<file path="config.mk">
export PLATFORM = sky130hd
export DESIGN_NAME = debounced_heater_setpoint_panel_unit
export DESIGN_NICKNAME = d
export VERILOG_FILES = /design/src/hw/rtl/dhsp_pkg.sv /design/src/hw/rtl/dhsp_debounce.sv /design/src/hw/rtl/debounced_heater_setpoint_panel_unit.sv
export SDC_FILE = /design/constraint.sdc
export NUM_CORES = 1
export LEC_CHECK = 0
export BUFFER_PORTS_ARGS = -buffer_cell sky130_fd_sc_hd__clkbuf_2
export CAP_MARGIN = 20
export CORE_MARGIN = 5
export CORE_UTILIZATION = 52
export DETAILED_ROUTE_END_ITERATION = 12
export PLACE_DENSITY_LB_ADDON = 0.2
export SLEW_MARGIN = 40
export SYNTH_ARGS = -nofsm -noshare
export SYNTH_HDL_FRONTEND = slang
export SYNTH_SLANG_ARGS = --single-unit
export TNS_END_PERCENT = 10
</file>
<file path="constraint.sdc">
create_clock -name clk -period 13.9 [get_ports clk]
set_input_delay 2.78 -clock clk [delete_from_list [all_inputs] [get_ports clk]]
set_output_delay 2.78 -clock clk [all_outputs]
set_load 0.02 [all_outputs]
</file>
<file path="src/hw/rtl/dhsp_pkg.sv">
// types and constants shared by the heater setpoint panel
// no dependencies; used by dhsp_debounce and the top level
`default_nettype none

package dhsp_pkg;

    localparam int TIME_W   = 32;
    localparam int MS_W     = 16;
    localparam int STEP_W   = 8;
    localparam int TEMP_W   = 10;
    localparam int BAR_W    = 3;
    localparam int DUTY_W   = 8;
    localparam int CFG_IDX_W = 3;
    localparam int CFG_DAT_W = 16;

    localparam logic [MS_W-1:0]   DEBOUNCE_RST = 16'd100;
    localparam logic [MS_W-1:0]   LONG_RST     = 16'd1000;
    localparam logic [STEP_W-1:0] STEP_RST     = 8'd20;
    localparam logic [TEMP_W-1:0] DEFAULT_RST  = 10'd400;
    localparam logic [TEMP_W-1:0] MAX_RST      = 10'd1020;

    typedef enum logic [CFG_IDX_W-1:0] {
        REG_DEBOUNCE = 3'd0,
        REG_LONG     = 3'd1,
        REG_STEP     = 3'd2,
        REG_DEFAULT  = 3'd3,
        REG_MAX      = 3'd4
    } cfg_reg_t;

    // status of one filtered button after the current sample
    typedef struct packed {
        logic              level;
        logic              rise;
        logic [TIME_W-1:0] held_ms;
    } btn_status_t;

endpackage

`default_nettype wire

</file>
<file path="src/hw/rtl/dhsp_debounce.sv">
// debounce filter for one button level with its own change timestamp
// depends on dhsp_pkg
`default_nettype none

module dhsp_debounce (
    input  wire logic                       clk,
    input  wire logic                       rst_n,
    input  wire logic                       update,
    input  wire logic                       raw_level,
    input  wire logic [dhsp_pkg::TIME_W-1:0] now_ms,
    input  wire logic [dhsp_pkg::MS_W-1:0]   debounce_ms,
    output dhsp_pkg::btn_status_t            status
);
    import dhsp_pkg::*;

    logic              level_reg;
    logic              level_next;
    logic              last_raw_reg;
    logic [TIME_W-1:0] change_time_reg;
    logic [TIME_W-1:0] change_time_next;
    logic [TIME_W-1:0] elapsed;

    always_comb
    begin
        change_time_next = (raw_level != last_raw_reg) ? now_ms : change_time_reg;
        // wraps modulo 2^32
        elapsed    = now_ms - change_time_next;
        level_next = (elapsed > {{(TIME_W-MS_W){1'b0}}, debounce_ms}) ? raw_level : level_reg;
        status.level   = level_next;
        status.rise    = level_next & ~level_reg;
        status.held_ms = elapsed;
    end

    always_ff @(posedge clk or negedge rst_n)
    begin
        if (!rst_n)
        begin
            level_reg       <= 1'b0;
            last_raw_reg    <= 1'b0;
            change_time_reg <= '0;
        end
        else if (update)
        begin
            level_reg       <= level_next;
            last_raw_reg    <= raw_level;
            change_time_reg <= change_time_next;
        end
    end

endmodule

`default_nettype wire

</file>
<file path="src/hw/rtl/debounced_heater_setpoint_panel_unit.sv">
// top level of the heater setpoint panel: input register, button filters,
// setpoint and bar update, result register; depends on dhsp_pkg and dhsp_debounce
`default_nettype none

// One sample tick is taken per clock cycle while in_ready is high. Each sample passes
// the registers in order: it is first captured in an input register, then the three
// debounce filters, the bar counter and the setpoint adder/clamp update in one pass
// and the result is captured in an output register. A sample may wait in the input
// register while a result is held by out_ready low, so the input side can still take
// one sample into a stall. Configuration writes take effect on the next clock.
module debounced_heater_setpoint_panel_unit #(
    parameter int BAR_COUNT = 2
) (
    input  wire logic                          clk,
    input  wire logic                          rst_n,
    input  wire logic                          cfg_we,
    input  wire logic [dhsp_pkg::CFG_IDX_W-1:0] cfg_index,
    input  wire logic [dhsp_pkg::CFG_DAT_W-1:0] cfg_wdata,
    input  wire logic                          in_valid,
    output logic                               in_ready,
    input  wire logic                          power_raw,
    input  wire logic                          lower_raw,
    input  wire logic                          raise_raw,
    input  wire logic [dhsp_pkg::TIME_W-1:0]   now_ms,
    output logic                               out_valid,
    input  wire logic                          out_ready,
    output logic [dhsp_pkg::BAR_W-1:0]         active_bar,
    output logic [dhsp_pkg::DUTY_W-1:0]        pwm_duty,
    output logic [dhsp_pkg::TEMP_W-1:0]        target_temp,
    output logic                               bar_changed,
    output logic                               long_press_reset
);
    import dhsp_pkg::*;

    localparam int NUM_BTN = 3;
    localparam logic [BAR_W-1:0] BAR_LAST = BAR_W'(BAR_COUNT - 1);

    // configuration registers
    logic [MS_W-1:0]   debounce_reg;
    logic [MS_W-1:0]   long_reg;
    logic [STEP_W-1:0] step_reg;
    logic [TEMP_W-1:0] default_reg;
    logic [TEMP_W-1:0] max_reg;

    // input stage
    logic              s1_valid_reg;
    logic [NUM_BTN-1:0] raw_reg;
    logic [TIME_W-1:0] now_reg;
    logic              advance;

    // panel state
    logic [TEMP_W-1:0] target_reg;
    logic [TEMP_W-1:0] target_next;
    logic [BAR_W-1:0]  bar_reg;
    logic [BAR_W-1:0]  bar_next;
    logic              changed;
    logic              longp;

    btn_status_t       btn [NUM_BTN];

    logic [TEMP_W-1:0] t_base;
    logic [TEMP_W-1:0] t_low;
    logic [TEMP_W:0]   t_up;

    // result register
    logic              out_valid_reg;
    logic [BAR_W-1:0]  bar_out_reg;
    logic [TEMP_W-1:0] target_out_reg;
    logic              changed_out_reg;
    logic              longp_out_reg;

    always_ff @(posedge clk or negedge rst_n)
    begin
        if (!rst_n)
        begin
            debounce_reg <= DEBOUNCE_RST;
            long_reg     <= LONG_RST;
            step_reg     <= STEP_RST;
            default_reg  <= DEFAULT_RST;
            max_reg      <= MAX_RST;
        end
        else if (cfg_we)
        begin
            unique case (cfg_index)
                REG_DEBOUNCE: debounce_reg <= cfg_wdata[MS_W-1:0];
                REG_LONG:     long_reg     <= cfg_wdata[MS_W-1:0];
                REG_STEP:     step_reg     <= cfg_wdata[STEP_W-1:0];
                REG_DEFAULT:  default_reg  <= cfg_wdata[TEMP_W-1:0];
                REG_MAX:      max_reg      <= cfg_wdata[TEMP_W-1:0];
                default:      ;
            endcase
        end
    end

    assign advance  = s1_valid_reg && (!out_valid_reg || out_ready);
    assign in_ready = !s1_valid_reg || advance;

    always_ff @(posedge clk or negedge rst_n)
    begin
        if (!rst_n)
            s1_valid_reg <= 1'b0;
        else if (in_ready)
            s1_valid_reg <= in_valid;
    end

    always_ff @(posedge clk)
    begin
        if (in_valid && in_ready)
        begin
            raw_reg <= {raise_raw, lower_raw, power_raw};
            now_reg <= now_ms;
        end
    end

    // index 0 power, 1 lower, 2 raise
    for (genvar k = 0; k < NUM_BTN; k++)
    begin : g_btn
        dhsp_debounce u_debounce (
            .clk         (clk),
            .rst_n       (rst_n),
            .update      (advance),
            .raw_level   (raw_reg[k]),
            .now_ms      (now_reg),
            .debounce_ms (debounce_reg),
            .status      (btn[k])
        );
    end

    always_comb
    begin
        changed = btn[0].rise;
        longp   = btn[0].level && (btn[0].held_ms > {{(TIME_W-MS_W){1'b0}}, long_reg});

        bar_next = bar_reg;
        if (changed)
            bar_next = (bar_reg == BAR_LAST) ? '0 : bar_reg + 1'b1;
        if (longp)
            bar_next = '0;

        t_base = longp ? default_reg : target_reg;

        // step down clamps at zero
        t_low = t_base;
        if (btn[1].rise)
            t_low = (t_base < {{(TEMP_W-STEP_W){1'b0}}, step_reg}) ? '0
                    : t_base - {{(TEMP_W-STEP_W){1'b0}}, step_reg};

        // step up saturates at the maximum
        t_up        = {1'b0, t_low} + {{(TEMP_W+1-STEP_W){1'b0}}, step_reg};
        target_next = t_low;
        if (btn[2].rise)
            target_next = (t_up > {1'b0, max_reg}) ? max_reg : t_up[TEMP_W-1:0];
    end

    always_ff @(posedge clk or negedge rst_n)
    begin
        if (!rst_n)
        begin
            target_reg    <= DEFAULT_RST;
            bar_reg       <= '0;
            out_valid_reg <= 1'b0;
        end
        else
        begin
            if (advance)
            begin
                target_reg <= target_next;
                bar_reg    <= bar_next;
            end
            if (advance)
                out_valid_reg <= 1'b1;
            else if (out_ready)
                out_valid_reg <= 1'b0;
        end
    end

    always_ff @(posedge clk)
    begin
        if (advance)
        begin
            bar_out_reg     <= bar_next;
            target_out_reg  <= target_next;
            changed_out_reg <= changed;
            longp_out_reg   <= longp;
        end
    end

    assign out_valid        = out_valid_reg;
    assign active_bar       = bar_out_reg;
    assign target_temp      = target_out_reg;
    assign pwm_duty         = target_out_reg[TEMP_W-1:TEMP_W-DUTY_W];
    assign bar_changed      = changed_out_reg;
    assign long_press_reset = longp_out_reg;

`ifndef SYNTHESIS
    // a long press always leaves the bar at zero
    a_long_press_bar: assert property (@(posedge clk) disable iff (!rst_n)
        out_valid && long_press_reset |-> active_bar == '0)
        else $error("long press reset did not clear the bar");

    a_bar_range: assert property (@(posedge clk) disable iff (!rst_n)
        out_valid |-> {1'b0, active_bar} < (BAR_W+1)'(BAR_COUNT))
        else $error("active bar beyond bar count");

    // input side only stalls when a sample waits behind a held result
    a_stall_cause: assert property (@(posedge clk) disable iff (!rst_n)
        !in_ready |-> s1_valid_reg && out_valid && !out_ready)
        else $error("input stalled without a held result");

    // a held result keeps its setpoint and stays valid
    a_hold_target: assert property (@(posedge clk) disable iff (!rst_n)
        out_valid && !out_ready |=> $stable(target_temp) && out_valid)
        else $error("held result changed");
`endif

endmodule

`default_nettype wire

</file>
==> Word level (Yosys, flattened, before mapping) <==
Index checks and enable logic that the tools add are counted.
{ "word_totals": {"ff_bits": 227, "rom_bits": 0, "mem_count": 0, "out_inout_bits": 25, "input_bits": 59, "latch_bits": 0, "ram_bits": 0} }
{ "op_classes": {"mux": 16, "n_reduce_logical": 14, "bitwise_logic": 6, "n_div": 0, "shifts": 0, "n_eq_ne": 8, "n_mul": 0, "n_lt_le_gt_ge": 6, "n_addsub": 6} }
{ "op_table": {"columns": ["operator", "count"], "rows": [
  ["32-bit by 16-bit greater-than comparator with 1-bit output", 4],
  ["32-bit two-way mux", 3],
  ["32-bit subtractor", 3],
  ["10-bit two-way mux", 5],
  ["10-bit by 8-bit adder with 11-bit output", 1],
  ["11-bit by 10-bit greater-than comparator with 1-bit output", 1],
  ["10-bit by 8-bit less-than comparator with 1-bit output", 1],
  ["2-bit AND reduction", 5],
  ["10-bit by 8-bit subtractor with 10-bit output", 1],
  ["3-bit two-way mux", 3],
  ["3-bit by 1-bit equality test with 1-bit output (second input constant)", 2],
  ["3-bit by 2-bit equality test with 1-bit output (second input constant)", 2],
  ["1-bit two-way mux", 5],
  ["3-bit by 1-bit adder with 3-bit output (second input constant)", 1],
  ["1-bit AND", 3],
  ["3-bit equality test (second input constant)", 1],
  ["1-bit logical AND", 3],
  ["3-bit zero test", 1],
  ["1-bit inequality test", 3],
  ["1-bit NOT", 3],
  ["1-bit zero test", 2],
  ["1-bit logical OR", 2],
  ["2-bit nonzero test", 1]
]} }

==> Depth between registers and ports, before layout <==
{ "logic_depth": {"ltp_word": 14, "depth_mapped": 59, "ltp_nobuf": 54} }

==> Modules after synthesis <==
Synthesis repeated with hierarchy kept, for this count alone.
{ "hier_totals": {"cells_unflattened": 2279, "hier_area_um2": 19782.7} }
{ "by_module_without_submodules": {"columns": ["module", "seq_area_each_um2", "instances", "area_each_um2", "cells_each"], "rows": [
  ["dhsp_debounce at g_btn[0].u_debounce ...", 850.8, 2, 4327.9, 551],
  ["debounced_heater_setpoint_panel_unit", 3409.5, 1, 6468.7, 570],
  ["dhsp_debounce at g_btn[2].u_debounce", 850.8, 1, 4658.2, 607]
]} }

==> Least setup slack after synthesis <==
OpenSTA, ideal clock, no wires.
{ "synth_timing": {"path_kind": "reg-to-reg", "startpoint": "register raw_reg[0]", "endpoint": "register target_out_reg[0], in the netlist target_temp[0], data pin", "path_buffers": 7, "t_required_ns": 13.625, "path_slack_ns": 2.821, "synth_period_minus_slack_ns": 11.079, "setup_ns": 0.275, "path_stages_with_launch": 52, "arrival_ns": 10.804, "cell_sequence": "edfxtp_1 buf_4 xnor2_1 clkbuf_1 clkbuf_1 clkbuf_1 mux2i_1 ha_1 and4_1 buf_2 nand4_2 o31ai_1 a31oi_1 o22ai_2 mux2i_1 a2111o_1 a211o_1 or4b_4 [... 16 more ...] inv_1 ha_1 fa_1 a21oi_1 nor2_1 nor2_1 o21bai_1 a21oi_1 o21bai_1 a21oi_1 xnor2_1 ha_1 o21a_1 o21a_1 o32a_1 a41oi_4 mux2i_1 mux2i_1"} }
{ "synth_via": {"elab_chain_cells": 14, "elab_cells_between_ends": 16, "cone_classes": "add/sub (3); order compare (4); eq/ne (1); mux (7); reduce/logical (1)"} }
{ "synth_lines": {"columns": ["element", "line", "source"], "rows": [
  ["start, declared", "debounced_heater_setpoint_panel_unit.sv:47", "logic [NUM_BTN-1:0] raw_reg;"],
  ["start signal, assigned", "debounced_heater_setpoint_panel_unit.sv:110", "raw_reg <= {raise_raw, lower_raw, power_raw};"],
  ["1-bit inequality test", "dhsp_debounce.sv:25", "change_time_next = (raw_level != last_raw_reg) ? now_ms : change_time_reg;"],
  ["32-bit two-way mux", "dhsp_debounce.sv:25", null],
  ["32-bit subtractor", "dhsp_debounce.sv:27", "elapsed = now_ms - change_time_next;"],
  ["32-bit by 16-bit greater-than comparator with 1-bit output", "dhsp_debounce.sv:28", "level_next = (elapsed > {{(TIME_W-MS_W){1'b0}}, debounce_ms}) ? raw_level : level_reg;"],
  ["1-bit two-way mux", "dhsp_debounce.sv:28", null],
  ["1-bit logical AND (*)", "debounced_heater_setpoint_panel_unit.sv:132", "longp = btn[0].level && (btn[0].held_ms > {{(TIME_W-MS_W){1'b0}}, long_reg});"],
  ["net longp", "debounced_heater_setpoint_panel_unit.sv:57", "logic longp;"],
  ["10-bit two-way mux (*)", "debounced_heater_setpoint_panel_unit.sv:140", "t_base = longp ? default_reg : target_reg;"],
  ["10-bit by 8-bit subtractor with 10-bit output or 10-bit by 8-bit less-than comparator with 1-bit output (tied branches)", "debounced_heater_setpoint_panel_unit.sv:146, debounced_heater_setpoint_panel_unit.sv:145", null],
  ["10-bit two-way mux", "debounced_heater_setpoint_panel_unit.sv:145", "t_low = (t_base < {{(TEMP_W-STEP_W){1'b0}}, step_reg}) ? '0"],
  ["10-bit two-way mux (*)", "debounced_heater_setpoint_panel_unit.sv:144", "if (btn[1].rise)"],
  ["10-bit by 8-bit adder with 11-bit output", "debounced_heater_setpoint_panel_unit.sv:149", "t_up = {1'b0, t_low} + {{(TEMP_W+1-STEP_W){1'b0}}, step_reg};"],
  ["11-bit by 10-bit greater-than comparator with 1-bit output", "debounced_heater_setpoint_panel_unit.sv:152", "target_next = (t_up > {1'b0, max_reg}) ? max_reg : t_up[TEMP_W-1:0];"],
  ["10-bit two-way mux", "debounced_heater_setpoint_panel_unit.sv:152", null],
  ["10-bit two-way mux (*)", "debounced_heater_setpoint_panel_unit.sv:151", "if (btn[2].rise)"],
  ["net target_next[0]", "debounced_heater_setpoint_panel_unit.sv:53", "logic [TEMP_W-1:0] target_next;"],
  ["end signal, assigned", "debounced_heater_setpoint_panel_unit.sv:182", "target_out_reg <= target_next;"],
  ["end, declared", "debounced_heater_setpoint_panel_unit.sv:68", "logic [TEMP_W-1:0] target_out_reg;"]
]} }
Mark *: on every way through the listed nets, which the timed path passes. The rest lies on a longest branch.
A chain may end at the register's enable or synchronous reset.

==> Worst setup path in the final report <==
{ "layout_timing": {"startpoint": "register raw_reg[0]", "endpoint": "register target_out_reg[2], in the netlist target_temp[2], data pin"} }
{ "layout_via": {"elab_chain_cells": 14, "elab_cells_between_ends": 16, "cone_classes": "add/sub (3); order compare (4); eq/ne (1); mux (7); reduce/logical (1)"} }
{ "layout_lines": {"columns": ["element", "line", "source"], "rows": [
  ["1-bit inequality test (*)", "dhsp_debounce.sv:25", null],
  ["32-bit two-way mux (*)", "dhsp_debounce.sv:25", null],
  ["net g_btn[0].u_debounce.change_time_next[0]", "dhsp_debounce.sv:20", "logic [TIME_W-1:0] change_time_next;"],
  ["32-bit subtractor (*)", "dhsp_debounce.sv:27", null],
  ["32-bit by 16-bit greater-than comparator with 1-bit output", "dhsp_debounce.sv:28", null],
  ["1-bit two-way mux", "dhsp_debounce.sv:28", null],
  ["1-bit logical AND (*)", "debounced_heater_setpoint_panel_unit.sv:132", null],
  ["10-bit two-way mux (*)", "debounced_heater_setpoint_panel_unit.sv:140", null],
  ["10-bit by 8-bit subtractor with 10-bit output or 10-bit by 8-bit less-than comparator with 1-bit output (tied branches)", "debounced_heater_setpoint_panel_unit.sv:146, debounced_heater_setpoint_panel_unit.sv:145", null],
  ["10-bit two-way mux", "debounced_heater_setpoint_panel_unit.sv:145", null],
  ["10-bit two-way mux (*)", "debounced_heater_setpoint_panel_unit.sv:144", null],
  ["10-bit by 8-bit adder with 11-bit output", "debounced_heater_setpoint_panel_unit.sv:149", null],
  ["11-bit by 10-bit greater-than comparator with 1-bit output", "debounced_heater_setpoint_panel_unit.sv:152", null],
  ["10-bit two-way mux", "debounced_heater_setpoint_panel_unit.sv:152", null],
  ["10-bit two-way mux (*)", "debounced_heater_setpoint_panel_unit.sv:151", null],
  ["net target_next[2]", "debounced_heater_setpoint_panel_unit.sv:53", null]
]} }
Marked as above.

==> out/metrics.cfg <==
[synth]
synth_top_area_cell=dfrtp_1
yosysUniqueCellTypes=93
ys_top_cells_by_count=nand2_1 (233), o21ai_0 (200), ha_1 (173)
syn_nets=2246
synth_ff_type=dfrtp_1
synth_most_common_cell=nand2_1
async_reset_ff_share_pct=78.0
yosys.area.top_type_share_pct=21.1
synth-seq-area-share_pct=33.1
yosysWarnings=0
syn_inst=2010
yosys_register_bits=227
synth_area_leaders=dfrtp_1 (21%), ha_1 (12%), edfxtp_1 (8.3%)
avgSynthCellArea_um2=8.96
synth_edf_count=50
netlist_area_um2=18000

[timing]
setup_viol=0
layout_min_cycle_time_ns=11.99
relSlewSlack_pct=52.5
setup_tns_ns=0
worstMarginPinSlew_ns=0.705
fin_skew_ns=0.0153
maxSlewViolCount=0
finalHoldViolCount=0
min_period_over_period_pct=86.2
rsz0062_at_grt=no
fmax_mhz=83.4

[routing]
wl_met3_mm=3.01
drc=0
routed.top_layer=met4
vias_per_cell=6.03
vias=15200
wl_met2_mm=23.2
firstDrtPassIters=7
wirelength_mm=50.1
route.detailed.wl_per_inst_um=19.9
drtIter0Drc=910
wl_met1_mm=22.4
ant_nets=0

[power]
p_int_mw=2.20
power.density_nw_per_um2=198
irDropWorstVdd_v=0.000143
combPwrFrac_pct=56.3
sw_frac_of_total_pct=43.4
p_leak_nw=8.92
p_sw_mw=1.69
pwr-share-seq_pct=25.4
power.share.clock_pct=18.3

[floorplan]
die_y_um=196
core_um2=34400
die-width_um=196
initial_core_util_pct=52.4
pin_count=84
dieArea_um2=38400
rows=68

[clocking]
clock-sinks=227
post_cts_buffers=0
path_clk_slew_ns=0.06
ctsResizeCount=0
cts_tree=yes
postCtsHoldBufs=0
cts_buffer_depth=3
clk_latency_ns=0.55
cts_made_buffers=27
htreeDepth=1
clockRootBuffer=clkbuf_16

[global_routing]
grtUsageTotal_pct=26.0
overflow=0
grt_pass1_wl_mm=80.8
antenna_found_initial=0
grt_pass1_vias=14900
grt_start_max_net_pins=108

[flow_run]
cap_violations=0

[place]
placed_cell_area_um2=18800
place_hpwl_mm=39.0
numPortBuffers=83
place.gp.congestion=0.914

[worst_setup_path]
required_ns=14.18
crit_fanout=29
slowest_stage=o21ai_0
crit_type=reg -> reg
critPathLaunchType=register
rrSetupSlack_ns=1.91
cp.arrival_ns=12.26
critPathCaptureType=register
max_stage_delay_ns=0.60
r2r_cells=50

[finish]
area_delta_synth_final_pct=9.51
layout.nets=2284
layout-drive-gt1-share_pct=12.2
final_area_um2=19700
diodes=0
largest_reg_flops=96

[min_path]
worstHoldPathType=reg -> reg
whs_path_depth=2

[run_status]
outcome=finished, final reports clean

[critical path, delay by kind of cell, from the launching register on]
| kind | cells | cell delay (ns) |
|---|---|---|
| and+or+nand+nor | 13 | 2.21 |
| adders and majority gates | 8 | 2.18 |
| AOI/OAI and AO/OA | 22 | 5.31 |
| DFF | 1 | 0.54 |
| xor gates and xnor gates | 2 | 0.38 |
| buffers and inverters | 3 | 0.50 |
| muxes | 2 | 0.58 |
[worst paths after layout]
path                                                               startpoint                                                  end
hold / removal             g_btn[2].u_debounce.change_time_reg[9]$_DFFE_PN0P_   g_btn[2].u_debounce.change_time_reg[9]$_DFFE_PN0P_
hold reg to reg            g_btn[2].u_debounce.change_time_reg[9]$_DFFE_PN0P_   g_btn[2].u_debounce.change_time_reg[9]$_DFFE_PN0P_
min in group asynchronous                                               rst_n  g_btn[2].u_debounce.change_time_reg[13]$_DFFE_PN0P_
setup / recovery                                         raw_reg[0]$_DFFE_PP_                             target_temp[2]$_DFFE_PP_
setup reg to reg                                         raw_reg[0]$_DFFE_PP_                             target_temp[2]$_DFFE_PP_
max in group asynchronous                                               rst_n  g_btn[0].u_debounce.change_time_reg[26]$_DFFE_PN0P_
[layout make-up]
type	count	area [um^2]
multi-input cells	1581	11300
well taps	455	569
fillers	3134	14700
clock inverters	12	120
inverters	114	428
repair buffers	97	548
flip-flops and latches	227	5960
clock buffers	36	771
[metal layers]
layer / GRT usage [%] / up-vias
li1: - / 7423
met2: 42.9 / 407
met3: 3.98 / 92
met4: 7.78 / 0
met5: 0 / -
met1: 35.5 / 7276
[cells by family (layout without fill, tap and decap cells)]
| kind of cell | Yosys count | in the layout | share of synthesized area, % |
|---|---|---|---|
| AND/OR/NAND/NOR | 561 | 561 | 15.2 |
| multiplexers | 157 | 157 | 9.08 |
| AO/OA/AOI/OAI | 592 | 592 | 20.9 |
| adder cells (fa/ha/maj) | 185 | 185 | 12.9 |
| flip-flops | 227 | 227 | 33.1 |
| buffers and inverters | 202 | 259 | 4.52 |
| XOR/XNOR | 86 | 86 | 4.23 |
[stage by stage]
stage / power, mW / hold slack [ns] / util, % / setup WS, ns / instances
after detailed placement: 3.16 / 0.471 / 54.7 / 2.03 / 2474
after global routing: 4.23 / 0.500 / 57.4 / 0.912 / 2522
after global placement: 3.12 / 0.455 / 54.7 / 2.44 / 2474
after floorplan: 2.63 / 0.442 / - / 2.82 / 2010
final: 3.90 / 0.478 / 57.4 / 1.91 / 2522
after CTS: 3.90 / 0.484 / 57.3 / 2.00 / 2522
[cell usage in the layout (no fill, tap or decap), types with 10 or more instances in the layout]
| cell | count |
|---|---|
| a211oi_1 | 14 |
| a21o_1 | 60 |
| a21oi_1 | 129 |
| a31oi_1 | 20 |
| and2_1 | 16 |
| and3_1 | 12 |
| buf_4 | 12 |
| clkbuf_16 | 29 |
| clkbuf_2 | 82 |
| dfrtp_1 | 152 |
| dfstp_2 | 25 |
| edfxtp_1 | 50 |
| ha_1 | 173 |
| inv_1 | 113 |
| mux2_2 | 47 |
| mux2i_1 | 109 |
| nand2_1 | 232 |
| nand2b_1 | 27 |
| nand3_1 | 27 |
| nand4_1 | 32 |
| nor2_1 | 90 |
| nor2b_1 | 35 |
| nor3_1 | 24 |
| o211ai_1 | 12 |
| o21a_1 | 26 |
| o21ai_0 | 200 |
| o21bai_1 | 23 |
| o221ai_1 | 13 |
| or2_2 | 10 |
| xnor2_1 | 51 |
| xor2_1 | 31 |
[power by group through the flow]
| stage | logic, mW | registers, mW | clock network, mW |
|---|---|---|---|
| 2_1_floorplan | 1.66 | 0.967 | 0 |
| 3_3_place_gp | 2.12 | 0.996 | 0 |
| 3_5_place_dp | 2.16 | 0.999 | 0 |
| 4_1_cts | 2.18 | 0.989 | 0.733 |
| 5_1_grt | 2.45 | 1.01 | 0.766 |
| 6_report | 2.19 | 0.990 | 0.715 |
No activity file was read; power rests on OpenSTA's default activity.
